[src/rtl/bss_pkg.sv]
// Shared types and constants for the bounded stack with search.
package bss_pkg;

	localparam int DEPTH    = 32;
	localparam int IDX_W    = $clog2(DEPTH);
	localparam int CNT_W    = $clog2(DEPTH + 1);
	localparam int DATA_W   = 32;
	localparam int POS_W    = 5;
	localparam int COUNT_W  = 6;
	localparam int OP_W     = 2;
	localparam int IN_TDATA_W  = 32;
	localparam int OUT_TDATA_W = 48;

	typedef enum logic [OP_W-1:0] {
		OP_PUSH   = 2'd0,
		OP_POP    = 2'd1,
		OP_SEARCH = 2'd2,
		OP_CLEAR  = 2'd3
	} op_t;

	// Status from the compare unit back to the sequencer.
	typedef struct packed {
		logic             hit;
		logic             last;
		logic [IDX_W-1:0] idx;
	} cmp_stat_t;

endpackage

[src/rtl/bss_mem.sv]
// Stack entry storage: one write port, one registered read port.
module bss_mem
	import bss_pkg::*;
(
	input  logic              clk,
	input  logic              wr_en,
	input  logic [IDX_W-1:0]  wr_addr,
	input  logic [DATA_W-1:0] wr_data,
	input  logic              rd_en,
	input  logic [IDX_W-1:0]  rd_addr,
	output logic [DATA_W-1:0] rd_data
);

	logic [DATA_W-1:0] mem_q [DEPTH];
	logic [DATA_W-1:0] rd_data_q;

	always_ff @(posedge clk) begin
		if (wr_en) begin
			mem_q[wr_addr] <= wr_data;
		end
	end

	// read data holds until the next read is issued
	always_ff @(posedge clk) begin
		if (rd_en) begin
			rd_data_q <= mem_q[rd_addr];
		end
	end

	assign rd_data = rd_data_q;

endmodule

[src/rtl/bss_cmp.sv]
// Compare unit: matches each entry read during a search against the key.
module bss_cmp
	import bss_pkg::*;
(
	input  logic              clk,
	input  logic              arst_n,
	input  logic              issue,
	input  logic [IDX_W-1:0]  issue_idx,
	input  logic [DATA_W-1:0] key,
	input  logic [DATA_W-1:0] rd_data,
	input  logic [CNT_W-1:0]  cnt,
	output cmp_stat_t         stat
);

	logic             pend_q;
	logic [IDX_W-1:0] pend_idx_q;

	// a read issued this cycle has its data in the next cycle
	always_ff @(posedge clk or negedge arst_n) begin
		if (!arst_n) begin
			pend_q <= 1'b0;
		end else begin
			pend_q <= issue;
		end
	end

	always_ff @(posedge clk) begin
		if (issue) begin
			pend_idx_q <= issue_idx;
		end
	end

	always_comb begin
		stat.hit  = pend_q && (rd_data == key);
		stat.last = pend_q && ((CNT_W'(pend_idx_q) + CNT_W'(1)) == cnt);
		stat.idx  = pend_idx_q;
	end

endmodule

[src/rtl/bounded_stack_with_search.sv]
// Top level of the bounded stack with search: sequencer, storage and compare unit.
//
// Input stream (s_*): one request per item, op in s_tuser, value in s_tdata.
// Output stream (m_*): exactly one result per request, in request order.
// Push and clear finish in the accept cycle; their result is shown on the
// next cycle. Pop reads the top entry, captures it, and then loads the
// result. Search reads the entries from the bottom, one per cycle, through
// the single read port and compares each in the compare unit; it stops at
// the first match or after the top entry. An empty stack answers pop and
// search at once.
// s_tready is high only while the sequencer is idle and the output register
// is free or being emptied; a result waiting on a stalled m_tready blocks
// the next request, and holds a finished pop or search until it can load.
// Reset (arst_n low) empties the stack and drops any pending result;
// entry contents are not cleared, since only entries below the count are
// ever read.
module bounded_stack_with_search
	import bss_pkg::*;
(
	input  logic                   clk,
	input  logic                   arst_n,
	input  logic                   s_tvalid,
	output logic                   s_tready,
	input  logic [IN_TDATA_W-1:0]  s_tdata,   // value[31:0]
	input  logic [OP_W-1:0]        s_tuser,   // op[1:0]
	output logic                   m_tvalid,
	input  logic                   m_tready,
	output logic [OUT_TDATA_W-1:0] m_tdata,   // data[31:0], position[36:32], count[42:37], zero pad
	output logic                   m_tuser    // ok
);

	typedef enum logic [1:0] {
		ST_IDLE,
		ST_POP,
		ST_SCAN,
		ST_FIN
	} state_t;

	state_t              state_q;
	logic [CNT_W-1:0]    cnt_q;
	logic [CNT_W-1:0]    scan_q;
	logic [DATA_W-1:0]   key_q;
	logic                res_ok_q;
	logic [DATA_W-1:0]   res_data_q;
	logic [POS_W-1:0]    res_pos_q;
	logic                m_tvalid_q;
	logic                m_ok_q;
	logic [DATA_W-1:0]   m_data_q;
	logic [POS_W-1:0]    m_pos_q;
	logic [COUNT_W-1:0]  m_count_q;

	logic                out_free;
	logic                accept;
	logic                m_load;
	op_t                 op;
	logic                wr_en;
	logic                rd_en;
	logic [IDX_W-1:0]    rd_addr;
	logic [DATA_W-1:0]   rd_data;
	logic                scan_issue;
	cmp_stat_t           cmp_stat;

	assign out_free = !m_tvalid_q || m_tready;
	assign s_tready = (state_q == ST_IDLE) && out_free;
	assign accept   = s_tvalid && s_tready;
	assign op       = op_t'(s_tuser);

	// output register takes a result: immediate answers or a finished long op
	assign m_load = (accept && ((op == OP_PUSH) || (op == OP_CLEAR) || (cnt_q == '0)))
		|| ((state_q == ST_FIN) && out_free);

	assign wr_en      = accept && (op == OP_PUSH) && (cnt_q < CNT_W'(DEPTH));
	assign scan_issue = (state_q == ST_SCAN) && (scan_q < cnt_q)
		&& !cmp_stat.hit && !cmp_stat.last;

	always_comb begin
		rd_en   = 1'b0;
		rd_addr = scan_q[IDX_W-1:0];
		if (accept && (op == OP_POP) && (cnt_q != '0)) begin
			rd_en   = 1'b1;
			rd_addr = IDX_W'(cnt_q - CNT_W'(1));
		end else if (scan_issue) begin
			rd_en = 1'b1;
		end
	end

	bss_mem u_mem (
		.clk     (clk),
		.wr_en   (wr_en),
		.wr_addr (cnt_q[IDX_W-1:0]),
		.wr_data (s_tdata),
		.rd_en   (rd_en),
		.rd_addr (rd_addr),
		.rd_data (rd_data)
	);

	bss_cmp u_cmp (
		.clk       (clk),
		.arst_n    (arst_n),
		.issue     (scan_issue),
		.issue_idx (scan_q[IDX_W-1:0]),
		.key       (key_q),
		.rd_data   (rd_data),
		.cnt       (cnt_q),
		.stat      (cmp_stat)
	);

	always_ff @(posedge clk or negedge arst_n) begin
		if (!arst_n) begin
			state_q    <= ST_IDLE;
			cnt_q      <= '0;
			scan_q     <= '0;
			key_q      <= '0;
			res_ok_q   <= 1'b0;
			res_data_q <= '0;
			res_pos_q  <= '0;
			m_tvalid_q <= 1'b0;
			m_ok_q     <= 1'b0;
			m_data_q   <= '0;
			m_pos_q    <= '0;
			m_count_q  <= '0;
		end else begin
			if (m_load) begin
				m_tvalid_q <= 1'b1;
			end else if (m_tready) begin
				m_tvalid_q <= 1'b0;
			end
			case (state_q)
				ST_IDLE: begin
					if (accept) begin
						case (op)
							OP_PUSH: begin
								m_data_q   <= '0;
								m_pos_q    <= '0;
								if (wr_en) begin
									cnt_q     <= cnt_q + CNT_W'(1);
									m_ok_q    <= 1'b1;
									m_count_q <= COUNT_W'(cnt_q + CNT_W'(1));
								end else begin
									m_ok_q    <= 1'b0;
									m_count_q <= COUNT_W'(cnt_q);
								end
							end
							OP_POP: begin
								if (cnt_q == '0) begin
									m_ok_q     <= 1'b0;
									m_data_q   <= '0;
									m_pos_q    <= '0;
									m_count_q  <= '0;
								end else begin
									cnt_q   <= cnt_q - CNT_W'(1);
									state_q <= ST_POP;
								end
							end
							OP_SEARCH: begin
								if (cnt_q == '0) begin
									m_ok_q     <= 1'b0;
									m_data_q   <= '0;
									m_pos_q    <= '0;
									m_count_q  <= '0;
								end else begin
									key_q   <= s_tdata;
									scan_q  <= '0;
									state_q <= ST_SCAN;
								end
							end
							OP_CLEAR: begin
								cnt_q      <= '0;
								m_ok_q     <= 1'b1;
								m_data_q   <= '0;
								m_pos_q    <= '0;
								m_count_q  <= '0;
							end
							default: begin
								state_q <= ST_IDLE;
							end
						endcase
					end
				end
				ST_POP: begin
					res_ok_q   <= 1'b1;
					res_data_q <= rd_data;
					res_pos_q  <= '0;
					state_q    <= ST_FIN;
				end
				ST_SCAN: begin
					if (scan_issue) begin
						scan_q <= scan_q + CNT_W'(1);
					end
					res_data_q <= '0;
					if (cmp_stat.hit) begin
						res_ok_q  <= 1'b1;
						res_pos_q <= POS_W'(cmp_stat.idx);
						state_q   <= ST_FIN;
					end else if (cmp_stat.last) begin
						res_ok_q  <= 1'b0;
						res_pos_q <= '0;
						state_q   <= ST_FIN;
					end
				end
				ST_FIN: begin
					if (out_free) begin
						m_ok_q     <= res_ok_q;
						m_data_q   <= res_data_q;
						m_pos_q    <= res_pos_q;
						m_count_q  <= COUNT_W'(cnt_q);
						state_q    <= ST_IDLE;
					end
				end
				default: begin
					state_q <= ST_IDLE;
				end
			endcase
		end
	end

	assign m_tvalid = m_tvalid_q;
	assign m_tuser  = m_ok_q;
	assign m_tdata  = {{(OUT_TDATA_W - DATA_W - POS_W - COUNT_W){1'b0}},
		m_count_q, m_pos_q, m_data_q};

endmodule
[config.mk]
export PLATFORM = sky130hd
export DESIGN_NAME = bounded_stack_with_search
export DESIGN_NICKNAME = d
export VERILOG_FILES = /design/src/rtl/bss_pkg.sv /design/src/rtl/bss_mem.sv /design/src/rtl/bss_cmp.sv /design/src/rtl/bounded_stack_with_search.sv
export SDC_FILE = /design/constraint.sdc
export NUM_CORES = 2
export LEC_CHECK = 0
export BUFFER_PORTS_ARGS = -buffer_cell sky130_fd_sc_hd__buf_4
export CAP_MARGIN = 20
export CORE_UTILIZATION = 56
export DETAILED_ROUTE_END_ITERATION = 12
export PLACE_DENSITY = 0.75
export SYNTH_ARGS = -nofsm -noshare
export SYNTH_HDL_FRONTEND = slang
export SYNTH_HIERARCHICAL = 1
export SYNTH_SLANG_ARGS = --single-unit
[constraint.sdc]
create_clock -name clk -period 4.1 [get_ports clk]
set_clock_uncertainty 0.05 [all_clocks]
set_input_delay 0.205 -clock clk [delete_from_list [all_inputs] [get_ports clk]]
set_output_delay 0.205 -clock clk [all_outputs]
set_load 0.01 [all_outputs]
==> impl_results.md <==
- FF/Latch Area: 35,100 sq um
- Die height: between 200 and 300 um
- Largest net degree at the start of global routing: 108
- Root Driver: clkbuf_16
- Detailed Place HPWL: 64,900 um
- Max-slew violation count: 0
- Remaining antenna violation count: 0
- Yosys Warn Count: 6
- Relative slew slack: 31.6%
- Share of the synthesized area in the top cell type: 66.9%
- Filler cells: around 5,700
- DRC violations left: 0
- Fmax: about 260 MHz
- Placement Setup Slack: 0.0912 ns
- Worst-path clk slew: 0.06 ns
- Period utilization: 94.7%
- Final nets: 3,185
- RSZ-0062 raised after global routing: no
- Routed len/inst: 26.9 um
- GRT Resource Usage Total: 27.3%
- Synth area leaders: edfxtp_1, mux2i_1, dfrtp_1
- Layout cells sized above 1: 14.0%
- Sequential area share after synthesis: between 70% and 80%
- Chip Width: 294 um
- Critical path required time: approximately 4.5 ns
- Static leakage: 20.2 nW
- Mapped Cells: 2,952
- DIE AREA: 86,300 sq um
- Initial DRC count: a little over 3,000
- Syn Area/Cell: around 16 sq um
- Async set-reset flop share out of synthesis: 10.9%
- Worst hold path type: in2reg
- CTS sink count: ~1,200
- Yosys top cell by area: edfxtp_1
- Fin Setup TNS: 0 ns
- Final setup violation count: 0
- GPL Wtd Cong: 0.858
- Worst Path Max Fanout: 44
- Main synth FF type: edfxtp_1
- Total power: 36.1 mW
- Remaining global-route overflow: 0
- Area of the multi-input gates: 11,700 sq um
- Buffers on Ports: 83
- Vias in the first global route: 26,900
- Post-synth EDFFs: 1,061
- CTS tree: built
- Layout area overhead: 13.7%
- Final WS setup: 0.218 ns
- CTS Buf Count: 113
- Row cnt: ~110
- Core area: 84,000 sq um
- Fin util: 64.5%
- First-pass GRT wire length: around 170,000 um
- Via count: 27,200
- WL final: 117,000 um
- Crit path launch type: flip-flop
- Pwr dens: 666 nW/um^2
- Synthesis-stage register bit count: 1,191
- Initial Util: 56.8%
- IO Count: 89
- Initial antenna violation count: 9
- Worst hold slack: 0.108 ns
- Critical Path Sink Type: flip-flop
- Clk buf depth: 3
- Minimum clock period: ~3.9 ns
- Post-synth design cell area: 47,600 sq um
- Drt via density: 6.23
- Clk_lat worst skew: about 0.7 ns
- Outcome: finished clean
- Max-cap check violation count: 0
- CP Class: reg2reg
- Final hold vios: 0
- TritonRoute pass-1 iters: 5
- Arrival time worst endpoint: 4.24 ns
- Worst vdd ir: 490 uV
- Least-Margin Pin Slew: 1.03 ns
- CTS H-Tree Depth: 3
- Count of cell types in the netlist: a little under 60
## cells in the final DEF (no fill, tap or decap), types with 90 or more instances in the layout
cell type,netlist,routed
a22oi_1,97,97
mux2i_1,517,517
nand2_1,194,193
buf_4,39,162
o21ai_0,93,90
a21oi_1,102,102
edfxtp_1,1061,1061
nand3_1,109,109
dfrtp_1,130,130
clkbuf_16,0,114
## cells by family (layout without fill, tap and decap cells)
group | count (synthesis) | in the layout | share of synthesized area (%)
flops | 1191 | 1191 | 73.7
mux | 552 | 552 | 11.7
simple gates | 484 | 484 | 4.84
compound gates | 435 | 435 | 5.99
buf+inv | 227 | 495 | 2.49
xor+xnor | 43 | 43 | 0.790
fa+ha+maj | 19 | 19 | 0.499
other cells | 1 | 7 | 0.00787
## power by group
group          total [mW]  switching [mW]  internal, mW
registers            14.9           0.727          14.1
clock network        9.87            4.37          5.50
logic                11.3            6.87          4.46
## worst max-delay path, stage by stage (launching register included)
cell	delay, ns
dfrtp_1	0.38
inv_1	0.13
ha_2	0.36
nand2_4	0.08
nor2_1	0.14
nand3_1	0.37
o21ai_1	0.47
buf_4	0.23
and2_4	0.19
buf_12	0.31
buf_4	0.28
a22o_1	0.17
nor3_1	0.05
a31oi_1	0.24
nand3_1	0.13
## stage by stage
| step | cell area [sq um] | cells |
|---|---|---|
| 2_1_floorplan | 47700 | 2956 |
| 4_1_cts | 54200 | 4358 |
| 3_3_place_gp | 50300 | 4113 |
| 3_5_place_dp | 50300 | 4113 |
| 5_1_grt | 54200 | 4360 |
| 6_report | 54200 | 4360 |
## cells in the mapped netlist (all sizes together) (4+ instances only)
library cell / number
nor4: 10
edfxtp: 1061
a31oi: 36
nand3: 110
a22o: 65
nand3b: 38
nor3: 45
clkbuf: 70
dfrtp: 130
o21ai: 95
nor2b: 6
xor2: 35
mux2: 35
a2111oi: 4
a21o: 4
buf: 105
a221o: 4
a21oi: 102
ha: 19
nor2: 47
a22oi: 97
nand2: 195
and3: 8
inv: 51
or3: 4
o31ai: 4
mux2i: 517
nand2b: 9
a211o: 5
xnor2: 8
## registers in the layout, summed over array words and instances, names as in the netlist, 5 cells and up
register / cells
u_mem/rd_data: 32
m_data_q: 32
cnt_q: 6
u_cmp/pend_idx_q: 5
u_mem/mem_q: 1024
res_pos_q: 5
scan_q: 6
key_q: 32
m_pos_q: 5
res_data_q: 32
m_count_q: 6
## final cells by class
cell class,count,area share [%]
inverter,52,0.360
antenna,2,0.00924
sequential,1191,64.8
clock buffer,144,5.55
tap,1134,2.62
multi-input combinational,1538,21.5
timing repair buffer,232,4.19
clock inverter,67,0.954
## path summary, 6_finish.rpt
check / start / end / slack [ns] / depth (start not counted)
max: state_q[0]$_DFFE_PN0P_ / u_mem/rd_data[14]$_DFFE_PP_ / 0.22 / 14
min: s_tvalid / m_tvalid$_DFFE_PN0P_ / 0.11 / 5
max reg2reg: state_q[0]$_DFFE_PN0P_ / u_mem/rd_data[14]$_DFFE_PP_ / 0.22 / 14
min reg2reg: m_pos_q[1]$_DFFE_PN0P_ / m_pos_q[1]$_DFFE_PN0P_ / 0.43 / 2
max in group asynchronous: arst_n / key_q[4]$_DFFE_PN0P_ / 2.79 / 3
min in group asynchronous: arst_n / cnt_q[4]$_DFFE_PN0P_ / 0.13 / 2
## metal layers
layer / up-vias / part of all wire, % / routed length, um / GRT usage [%]
met4: 6 / 3.1 / 3640 / 9.20
met3: 270 / 9.5 / 11100 / 3.97
met1: 13700 / 40 / 47200 / 38.4
li1: 11700 / - / - / -
met2: 1452 / 47 / 55300 / 44.1
met5: - / 0.027 / 32 / 0
## repair_timing
item                                    4_1_cts  5_1_grt
hold buffers                                 34        0
hold endpoints to repair                   1155        0
endpoints found under the setup margin        1        1
resized for setup                             1        2
buffers inserted                              0        0
Note: power is estimated with default switching activity, not from simulation.
